<file path="config.mk">
export PLATFORM = sky130hd
export DESIGN_NAME = pid_with_integral_deadband_core
export DESIGN_NICKNAME = d
export VERILOG_FILES = /design/src/rtl/pidd_pkg.sv /design/src/rtl/pidd_ctrl.sv /design/src/rtl/pidd_dp.sv /design/src/rtl/pid_with_integral_deadband_core.sv
export SDC_FILE = /design/constraint.sdc
export NUM_CORES = 2
export LEC_CHECK = 0
export BUFFER_PORTS_ARGS = -buffer_cell sky130_fd_sc_hd__buf_2
export CORE_MARGIN = 1
export CORE_UTILIZATION = 50
export DETAILED_ROUTE_END_ITERATION = 12
export GPL_TIMING_DRIVEN = 0
export PLACE_DENSITY_LB_ADDON = 0.15
export SLEW_MARGIN = 10
export SYNTH_ARGS = -nofsm -noshare
export SYNTH_HDL_FRONTEND = slang
export SYNTH_HIERARCHICAL = 1
export SYNTH_SLANG_ARGS = --single-unit
export TNS_END_PERCENT = 100
</file>
<file path="constraint.sdc">
create_clock -name clk_i -period 11.3 [get_ports clk_i]
set_clock_uncertainty 0.1 [all_clocks]
set_input_delay 2.26 -clock clk_i [delete_from_list [all_inputs] [get_ports clk_i]]
set_output_delay 2.26 -clock clk_i [all_outputs]
set_load 0.01 [all_outputs]
</file>
<file path="src/rtl/pidd_pkg.sv">
// shared types, widths and constants of the pid controller with integral deadband
package pidd_pkg;

  localparam int SampleBits = 12;
  localparam int SetpointW  = 12;
  localparam int DeadbandW  = 12;
  localparam int ErrLinW    = ((SampleBits > SetpointW) ? SampleBits : SetpointW) + 1;
  localparam int MagLinW    = ErrLinW - 1;
  localparam int GainW      = 48;
  localparam int IntW       = 48;
  localparam int ErrW       = 32;
  localparam int DerivW     = ErrW + 1;
  localparam int DigitW     = 16;
  localparam int NumDigits  = GainW / DigitW;
  localparam int DigitIdxW  = $clog2(NumDigits);
  localparam int NumTerms   = 3;
  localparam int ProdW      = GainW + DigitW;
  localparam int AccW       = 2 * GainW + 3;
  localparam int FracBits   = 32;
  localparam int DriveW     = 15;
  localparam int DriveLimit = 12000;
  localparam int CfgIndexW  = 3;
  localparam int CfgDataW   = GainW;
  localparam int InDataW    = ((SampleBits + 7) / 8) * 8;
  localparam int OutDataW   = ((DriveW + ErrW + 7) / 8) * 8;

  typedef enum logic [CfgIndexW-1:0] {
    CfgSetpoint = 3'd0,
    CfgGainP    = 3'd1,
    CfgGainI    = 3'd2,
    CfgGainD    = 3'd3,
    CfgDeadband = 3'd4,
    CfgCube     = 3'd5
  } cfg_idx_e;

  typedef enum logic [1:0] {
    TermInt,
    TermDeriv,
    TermProp
  } term_e;

  typedef enum logic [1:0] {
    MulNone,
    MulSquare,
    MulCube,
    MulTerm
  } mul_op_e;

  typedef enum logic [3:0] {
    StIdle,
    StSquare,
    StCube,
    StError,
    StInteg,
    StMag,
    StMul,
    StAcc,
    StDone
  } state_e;

  typedef struct packed {
    logic [SetpointW-1:0] setpoint;
    logic [GainW-1:0]     gain_p;
    logic [GainW-1:0]     gain_i;
    logic [GainW-1:0]     gain_d;
    logic [DeadbandW-1:0] deadband;
    logic                 cube_error;
  } cfg_t;

  localparam cfg_t CfgReset = '{
    setpoint:   '0,
    gain_p:     '0,
    gain_i:     '0,
    gain_d:     '0,
    deadband:   DeadbandW'(20),
    cube_error: 1'b0
  };

  typedef struct packed {
    logic                 load;
    mul_op_e              mul_op;
    logic                 err_load;
    logic                 int_update;
    logic                 mag_load;
    logic                 acc_add;
    logic                 out_load;
    term_e                term;
    logic [DigitIdxW-1:0] digit;
  } dp_cmd_t;

  typedef struct packed {
    logic cube_en;
  } dp_sts_t;

endpackage

</file>
<file path="src/rtl/pidd_ctrl.sv">
// sequencer of the pid controller: handshakes and datapath commands
module pidd_ctrl import pidd_pkg::*; (
  input  logic    clk_i,
  input  logic    rst_ni,
  input  logic    s_valid_i,
  output logic    s_ready_o,
  output logic    m_valid_o,
  input  logic    m_ready_i,
  input  dp_sts_t sts_i,
  output dp_cmd_t cmd_o
);

  state_e               state_q, state_d;
  term_e                term_q, term_d;
  logic [DigitIdxW-1:0] digit_q, digit_d;
  logic                 out_valid_q, out_valid_d;
  logic                 last_digit, last_term;

  assign last_digit = (digit_q == DigitIdxW'(NumDigits - 1));
  assign last_term  = (term_q == TermProp);
  assign m_valid_o  = out_valid_q;

  always_ff @(posedge clk_i or negedge rst_ni) begin
    if (!rst_ni) begin
      state_q     <= StIdle;
      term_q      <= TermInt;
      digit_q     <= '0;
      out_valid_q <= 1'b0;
    end else begin
      state_q     <= state_d;
      term_q      <= term_d;
      digit_q     <= digit_d;
      out_valid_q <= out_valid_d;
    end
  end

  always_comb begin
    state_d     = state_q;
    term_d      = term_q;
    digit_d     = digit_q;
    out_valid_d = out_valid_q && !m_ready_i;
    s_ready_o   = 1'b0;
    cmd_o       = '0;
    cmd_o.term  = term_q;
    cmd_o.digit = digit_q;
    unique case (state_q)
      StIdle: begin
        s_ready_o = 1'b1;
        if (s_valid_i) begin
          cmd_o.load = 1'b1;
          state_d    = sts_i.cube_en ? StSquare : StError;
        end
      end
      StSquare: begin
        cmd_o.mul_op = MulSquare;
        state_d      = StCube;
      end
      StCube: begin
        cmd_o.mul_op = MulCube;
        state_d      = StError;
      end
      StError: begin
        cmd_o.err_load = 1'b1;
        state_d        = StInteg;
      end
      StInteg: begin
        cmd_o.int_update = 1'b1;
        state_d          = StMag;
      end
      StMag: begin
        cmd_o.mag_load = 1'b1;
        term_d         = TermInt;
        digit_d        = '0;
        state_d        = StMul;
      end
      StMul: begin
        cmd_o.mul_op = MulTerm;
        state_d      = StAcc;
      end
      StAcc: begin
        cmd_o.acc_add = 1'b1;
        state_d       = StMul;
        if (last_digit) begin
          digit_d = '0;
          if (last_term) begin
            term_d  = TermInt;
            state_d = StDone;
          end else begin
            term_d = term_e'(term_q + 2'd1);
          end
        end else begin
          digit_d = digit_q + DigitIdxW'(1);
        end
      end
      StDone: begin
        if (!out_valid_q || m_ready_i) begin
          cmd_o.out_load = 1'b1;
          out_valid_d    = 1'b1;
          state_d        = StIdle;
        end
      end
      default: begin
        state_d = StIdle;
      end
    endcase
  end

`ifndef SYNTHESIS
  // the term and digit counters have wrapped by the time a result is written
  a_counters_wrapped: assert property (@(posedge clk_i) disable iff (!rst_ni)
    cmd_o.out_load |-> (term_q == TermInt) && (digit_q == '0))
    else $error("mac counters not wrapped at result write");

  // one beat at a time: no second beat right after an accepted one
  a_one_in_flight: assert property (@(posedge clk_i) disable iff (!rst_ni)
    (s_valid_i && s_ready_o) |=> !s_ready_o)
    else $error("input taken while a beat is in flight");

  // output valid only rises out of the done state
  a_valid_from_done: assert property (@(posedge clk_i) disable iff (!rst_ni)
    $rose(out_valid_q) |-> $past(state_q == StDone))
    else $error("result valid raised outside done state");

  // after the last accumulate the result is written or waits behind a full slot
  a_done_follows_mac: assert property (@(posedge clk_i) disable iff (!rst_ni)
    ((state_q == StAcc) && last_digit && last_term) |=> (cmd_o.out_load || out_valid_q))
    else $error("finished mac neither written nor waiting");
`endif

endmodule

</file>
<file path="src/rtl/pidd_dp.sv">
// datapath of the pid controller: error, integral, derivative and shared multiply-accumulate
module pidd_dp import pidd_pkg::*; (
  input  logic                     clk_i,
  input  logic                     rst_ni,
  input  cfg_t                     cfg_i,
  input  dp_cmd_t                  cmd_i,
  output dp_sts_t                  sts_o,
  input  logic [SampleBits-1:0]    sample_i,
  input  logic                     clear_i,
  output logic signed [DriveW-1:0] drive_o,
  output logic signed [ErrW-1:0]   error_o
);

  localparam logic signed [ErrW-1:0] ErrMax = {1'b0, {(ErrW-1){1'b1}}};
  localparam logic signed [ErrW-1:0] ErrMin = {1'b1, {(ErrW-1){1'b0}}};
  localparam logic signed [IntW-1:0] IntMax = {1'b0, {(IntW-1){1'b1}}};
  localparam logic signed [IntW-1:0] IntMin = {1'b1, {(IntW-1){1'b0}}};
  localparam int WholeW = AccW - FracBits;
  localparam logic signed [WholeW-1:0] LimPos = WholeW'(DriveLimit);
  localparam logic signed [WholeW-1:0] LimNeg = -LimPos;
  localparam logic signed [DriveW-1:0] DrivePos = DriveW'(DriveLimit);
  localparam logic signed [DriveW-1:0] DriveNeg = -DrivePos;

  logic signed [ErrLinW-1:0] err_lin_q, err_lin_d;
  logic                      clr_q;
  logic [MagLinW-1:0]        mag_lin;

  logic [GainW-1:0]          mul_a, gain_sel, mag_sel;
  logic [DigitW-1:0]         mul_b;
  logic [ProdW-1:0]          prod_q, prod_d;

  logic signed [ErrW-1:0]    err_q, err_d, cube_sat;
  logic [ErrW-1:0]           err_abs;
  logic signed [IntW-1:0]    int_q, int_d, int_base, int_sat;
  logic signed [IntW:0]      int_sum;
  logic [IntW-1:0]           int_abs;
  logic signed [ErrW-1:0]    prev_q;
  logic signed [DerivW-1:0]  deriv_q, deriv_d;
  logic [DerivW-1:0]         deriv_abs;

  logic [NumTerms-1:0][GainW-1:0] mag_q;
  logic [NumTerms-1:0]            neg_q;
  logic                           neg_sel;

  logic [AccW-1:0]           acc_q, acc_d, addend;
  logic signed [WholeW-1:0]  whole;
  logic signed [DriveW-1:0]  drive_q, drive_d;
  logic signed [ErrW-1:0]    err_out_q;

  assign sts_o.cube_en = cfg_i.cube_error;

  assign err_lin_d = $signed(ErrLinW'(sample_i)) - $signed(ErrLinW'(cfg_i.setpoint));
  assign mag_lin   = err_lin_q[ErrLinW-1] ? MagLinW'(-err_lin_q) : MagLinW'(err_lin_q);

  // operand select for the shared 48x16 multiplier
  always_comb begin
    unique case (cmd_i.term)
      TermInt: begin
        gain_sel = cfg_i.gain_i;
        mag_sel  = mag_q[0];
        neg_sel  = neg_q[0];
      end
      TermDeriv: begin
        gain_sel = cfg_i.gain_d;
        mag_sel  = mag_q[1];
        neg_sel  = neg_q[1];
      end
      TermProp: begin
        gain_sel = cfg_i.gain_p;
        mag_sel  = mag_q[2];
        neg_sel  = neg_q[2];
      end
      default: begin
        gain_sel = '0;
        mag_sel  = '0;
        neg_sel  = 1'b0;
      end
    endcase
  end

  always_comb begin
    mul_a = '0;
    mul_b = '0;
    unique case (cmd_i.mul_op)
      MulNone: begin
        mul_a = '0;
      end
      MulSquare: begin
        mul_a = GainW'(mag_lin);
        mul_b = DigitW'(mag_lin);
      end
      MulCube: begin
        mul_a = prod_q[GainW-1:0];
        mul_b = DigitW'(mag_lin);
      end
      MulTerm: begin
        mul_a = gain_sel;
        mul_b = DigitW'(mag_sel >> (DigitW * cmd_i.digit));
      end
    endcase
  end

  assign prod_d = mul_a * mul_b;

  // cube magnitude sits in the product register, sign from the linear error
  always_comb begin
    if (err_lin_q[ErrLinW-1]) begin
      cube_sat = (|prod_q[ProdW-1:ErrW-1]) ? ErrMin : -$signed(prod_q[ErrW-1:0]);
    end else begin
      cube_sat = (|prod_q[ProdW-1:ErrW-1]) ? ErrMax : $signed(prod_q[ErrW-1:0]);
    end
  end

  assign err_d = cfg_i.cube_error ? cube_sat : ErrW'(err_lin_q);

  // integral with deadband and 48-bit saturation
  assign err_abs  = err_q[ErrW-1] ? -err_q : err_q;
  assign int_base = clr_q ? '0 : int_q;
  assign int_sum  = (IntW+1)'(int_base) + (IntW+1)'(err_q);
  assign int_sat  = (int_sum[IntW] != int_sum[IntW-1]) ?
                    (int_sum[IntW] ? IntMin : IntMax) : int_sum[IntW-1:0];
  assign int_d    = (err_abs < ErrW'(cfg_i.deadband)) ? '0 : int_sat;
  assign deriv_d  = DerivW'(err_q) - DerivW'(prev_q);

  assign int_abs   = int_q[IntW-1] ? -int_q : int_q;
  assign deriv_abs = deriv_q[DerivW-1] ? -deriv_q : deriv_q;

  // signed accumulate of one shifted partial product
  assign addend = AccW'(prod_q) << (DigitW * cmd_i.digit);
  assign acc_d  = neg_sel ? acc_q - addend : acc_q + addend;

  // floor shift and clamp to the drive limit
  assign whole   = $signed(acc_q[AccW-1:FracBits]);
  assign drive_d = (whole > LimPos) ? DrivePos :
                   (whole < LimNeg) ? DriveNeg : DriveW'(whole);

  always_ff @(posedge clk_i or negedge rst_ni) begin
    if (!rst_ni) begin
      int_q  <= '0;
      prev_q <= '0;
    end else if (cmd_i.int_update) begin
      int_q  <= int_d;
      prev_q <= err_q;
    end
  end

  always_ff @(posedge clk_i) begin
    if (cmd_i.load) begin
      err_lin_q <= err_lin_d;
      clr_q     <= clear_i;
    end
    if (cmd_i.mul_op != MulNone) begin
      prod_q <= prod_d;
    end
    if (cmd_i.err_load) begin
      err_q <= err_d;
    end
    if (cmd_i.int_update) begin
      deriv_q <= deriv_d;
    end
    if (cmd_i.mag_load) begin
      mag_q[0] <= int_abs;
      neg_q[0] <= int_q[IntW-1];
      mag_q[1] <= GainW'(deriv_abs);
      neg_q[1] <= deriv_q[DerivW-1];
      mag_q[2] <= GainW'(err_abs);
      neg_q[2] <= err_q[ErrW-1];
    end
    if (cmd_i.load) begin
      acc_q <= '0;
    end else if (cmd_i.acc_add) begin
      acc_q <= acc_d;
    end
    if (cmd_i.out_load) begin
      drive_q   <= drive_d;
      err_out_q <= err_q;
    end
  end

  assign drive_o = drive_q;
  assign error_o = err_out_q;

endmodule

</file>
<file path="src/rtl/pid_with_integral_deadband_core.sv">
// top level of the pid controller with integral deadband: config registers and stream ports
// per input beat: optional square and cube, then error, integral and magnitude steps, then
// nine multiply/accumulate passes (three gains by three 16-bit digits) through one shared
// 48x16 multiplier, each a multiply state and an accumulate state, then the result write
// one beat in flight: the next beat is taken after the result write, which waits on a full slot
// reset: integral and previous error cleared, registers at defaults (deadband 20), no sweep
module pid_with_integral_deadband_core import pidd_pkg::*; (
  input  logic                 clk_i,
  input  logic                 rst_ni,
  // input stream
  input  logic                 s_axis_tvalid,
  output logic                 s_axis_tready,
  input  logic [InDataW-1:0]   s_axis_tdata,   // [11:0] sample, rest zero
  input  logic                 s_axis_tuser,   // [0] clear_integral
  // result stream
  output logic                 m_axis_tvalid,
  input  logic                 m_axis_tready,
  output logic [OutDataW-1:0]  m_axis_tdata,   // [14:0] drive_mv, [46:15] error_out, [47] zero
  // register write channel
  input  logic                 cfg_valid_i,
  output logic                 cfg_ready_o,
  input  logic [CfgIndexW-1:0] cfg_index_i,
  input  logic [CfgDataW-1:0]  cfg_data_i
);

  cfg_t                     cfg_q, cfg_d;
  dp_cmd_t                  cmd;
  dp_sts_t                  sts;
  logic signed [DriveW-1:0] drive;
  logic signed [ErrW-1:0]   error;

  // register writes are always taken; unknown indexes are dropped
  assign cfg_ready_o = 1'b1;

  always_comb begin
    cfg_d = cfg_q;
    if (cfg_valid_i) begin
      case (cfg_idx_e'(cfg_index_i))
        CfgSetpoint: cfg_d.setpoint   = cfg_data_i[SetpointW-1:0];
        CfgGainP:    cfg_d.gain_p     = cfg_data_i[GainW-1:0];
        CfgGainI:    cfg_d.gain_i     = cfg_data_i[GainW-1:0];
        CfgGainD:    cfg_d.gain_d     = cfg_data_i[GainW-1:0];
        CfgDeadband: cfg_d.deadband   = cfg_data_i[DeadbandW-1:0];
        CfgCube:     cfg_d.cube_error = cfg_data_i[0];
        default:     cfg_d = cfg_q;
      endcase
    end
  end

  always_ff @(posedge clk_i or negedge rst_ni) begin
    if (!rst_ni) begin
      cfg_q <= CfgReset;
    end else begin
      cfg_q <= cfg_d;
    end
  end

  // sequencer: one beat in flight, result slot decouples the output side
  pidd_ctrl u_ctrl (
    .clk_i     (clk_i),
    .rst_ni    (rst_ni),
    .s_valid_i (s_axis_tvalid),
    .s_ready_o (s_axis_tready),
    .m_valid_o (m_axis_tvalid),
    .m_ready_i (m_axis_tready),
    .sts_i     (sts),
    .cmd_o     (cmd)
  );

  // arithmetic: error, optional cube, integral, derivative, gain products
  pidd_dp u_dp (
    .clk_i    (clk_i),
    .rst_ni   (rst_ni),
    .cfg_i    (cfg_q),
    .cmd_i    (cmd),
    .sts_o    (sts),
    .sample_i (s_axis_tdata[SampleBits-1:0]),
    .clear_i  (s_axis_tuser),
    .drive_o  (drive),
    .error_o  (error)
  );

  // result beat packed from the lowest bit up
  assign m_axis_tdata = {{(OutDataW-DriveW-ErrW){1'b0}}, error, drive};

endmodule

</file>
==> results.cfg <==
[run_status]
outcome = completed

[final_layout]
drive_gt1_frac = 0.0945
area_growth_pct = 9.83
most-common-layout-cells = 899 x nand2_1, 821 x inv_1, 646 x fa_1
nets = 8907
final_core_util = 0.555
final_area_sq_um = 75300
final_common_cell = nand2_1

[setup_path]
cp.arrival_ns = 11.52
cpPeakStageDelay_ns = 0.60
cp_max_fo = 10
cp-start-kind = register
r2r-start = u_ctrl/term_q[0]
r2r_slack_ns = 0.17
r2r_cells = 33
cp_slowest_cell = clkbuf_1
cp.required_ns = 11.69
crit_path_frequent_cell = fa_1
r2r-end = u_dp/prod_q[57]
critPathCaptureType = register
path_class = reg -> reg

[placement]
post_dp_cell_area_sq_um = 71700
place_ws_ns = -3.08
gp_congestion = 1.05
hpwlAfterDp_mm = 204
io_buffers = 117

[synth]
synth_edf_count = 306
synth-async-reset-ratio = 0.389
synth_top_family_by_area = adder cells
synth_cells = 7618
synthMuxAreaShare = 0.0608
syn_nets = 8685
syn_avg_cell_area_sq_um = 9.00
synth_fa_ha_area_frac = 0.252
synth_seq_cells = 663
synth-simple-area-share = 0.161
synth_area_sq_um = 68600
synth-compound-area-share = 0.145
ys.flop_type = edfxtp_1
synth_xor_area_frac = 0.0539
ys.warnings.count = 6
yosysUniqueCellTypes = 109
ys_seq_area_frac = 0.257

[global_routing]
antenna_found_initial = 10
track_usage = 0.368
first_global_vias = 58100
grt_start_max_net_pins = 104
grt_remaining_overflow = 0
grt_pass1_wl_mm = 376

[clock_network]
cts-hold-fix-buffers = 0
cts_tree = done
cts_inserted_buffers = 80
cts_root_buf = clkbuf_16
clk_path_buf_depth = 3
cts_sinks = 663
insertion_delay_ns = 0.73
h-tree-depth = 3
clk_pin_slew_ns = 0.06

[timing]
setup_ws_ns = 0.174
grt_setup_unrepaired = no
setup-violations-final = 0
max_slew_margin = 0.0896
finalHoldViolations = 0
tns_ns = 0
worstMarginPinSlew_ns = 1.37
finalCritPeriodShare = 0.985
min_period_ns = 11.13
max_freq_mhz = 89.9
report.final.slew_viol_count = 0

[floorplan]
pin_count = 124
core_sq_um = 136000
fp.dieW_um = 372
dieArea_sq_um = 139000
fp.dieH_um = 372
rows = 135
start_util = 0.505

[drt]
drt_iter0_drc = 6576
vias = 59500
ant_nets = 0
drc = 0
drt-total-wl_mm = 255
vias_per_cell = 6.13
wl_per_cell_um = 26.3
drtPass1Iterations = 8

[hold_path]
hold_path.class = reg -> reg
holdPathStages = 0
hold_end = u_dp/mag_q[48]
hold_start = u_dp/deriv_q[0]

[job]
drv_cap = 0
[cell type report]
class / count / area (sq um)
inverter: 827 / 3110
tap: 1781 / 2230
timing repair buffer: 145 / 987
fill: 12600 / 60500
buffer: 404 / 1850
clock inverter: 34 / 602
multi-input combinational: 5719 / 46600
clock buffer: 116 / 2330
antenna: 6 / 15.0
sequential: 663 / 17600
[cells by family after synthesis]
logic type,Yosys count
and+or+nand+nor,2374
AOI/OAI and AO/OA,1547
buffers and inverters,1236
adders and majority gates,994
DFF,663
xor gates and xnor gates,421
muxes,381
other,2
[cell usage after synthesis, types with 70 or more instances]
master | count | area [sq um]
ha_1 | 348 | 4350
nand2b_1 | 71 | 444
mux2_2 | 152 | 1710
nand4_1 | 70 | 438
nor2b_1 | 129 | 807
a21o_1 | 165 | 1240
xor2_1 | 121 | 1060
xnor2_1 | 299 | 2620
dfrtp_1 | 256 | 6410
a21oi_1 | 393 | 1970
nor2_1 | 645 | 2420
inv_1 | 822 | 3090
fa_1 | 646 | 12900
nand3_1 | 76 | 380
nand2_1 | 901 | 3380
a31oi_1 | 77 | 482
and2_1 | 77 | 482
clkbuf_1 | 335 | 1260
dfxtp_1 | 99 | 1980
mux2i_1 | 161 | 1610
nor3_1 | 110 | 551
o21ai_0 | 375 | 1880
edfxtp_1 | 306 | 9190
[repair_timing]
| action | in CTS | in global routing |
|---|---|---|
| pin swaps | 5 | 9 |
| setup buffers | 4 | 11 |
| gates resized for setup | 151 | 92 |
| endpoints found under the setup margin | 49 | 19 |
[state kept, by name, summed over array words and instances, names as in the netlist, 2 cells and up]
signal,count
cfg_q,169
u_dp/mag_q,113
u_dp/acc_q,99
u_dp/prod_q,64
u_dp/int_q,48
u_dp/deriv_q,33
u_dp/err_q,32
u_dp/error_o,32
u_dp/prev_q,32
u_dp/drive_o,15
u_dp/err_lin_q,13
u_ctrl/state_q,4
u_dp/neg_q,3
u_ctrl/digit_q,2
u_ctrl/term_q,2
[through the flow]
stage | hold slack, ns | cells
3_5_place_dp | 0.357 | 9529
3_3_place_gp | 0.348 | 9516
2_1_floorplan | 0.326 | 7618
6_report | 0.370 | 9695
4_1_cts | 0.369 | 9682
5_1_grt | 0.377 | 9692
[metal layers]
layer	routed length [um]	track usage	up-vias
met5	65	0	-
met4	13500	0.175	8
met3	27200	0.0953	648
met2	109000	0.544	2990
met1	105000	0.501	29500
li1	-	-	26300
[worst max-delay path: cells and delay by family (launching register included)]
| family | cells | cell delay (ns) |
|---|---|---|
| flops | 1 | 0.44 |
| fa+ha+maj | 7 | 3.49 |
| mux | 1 | 0.34 |
| simple gates | 3 | 0.63 |
| compound gates | 12 | 3.15 |
| buf+inv | 10 | 2.72 |
[worst max-delay path by stage]
stage / depth (start not counted) / endpoint / startpoint / slack [ns]
after floorplan: 36 / u_dp/prod_q[57] / u_ctrl/digit_q[1] / 2.05
after global placement: 33 / u_dp/prod_q[60] / u_ctrl/term_q[0] / -3.00
after detailed placement: 33 / u_dp/prod_q[60] / u_ctrl/term_q[0] / -3.08
after CTS: 37 / u_dp/prod_q[62] / u_ctrl/digit_q[1] / 0.002
after global routing: 33 / u_dp/prod_q[57] / u_ctrl/term_q[0] / 0.005
final: 33 / u_dp/prod_q[57] / u_ctrl/term_q[0] / 0.17
Power is left out: the tool's default activity adds up to more than one toggle a clock period on the data nets, which glitch-free logic cannot reach.
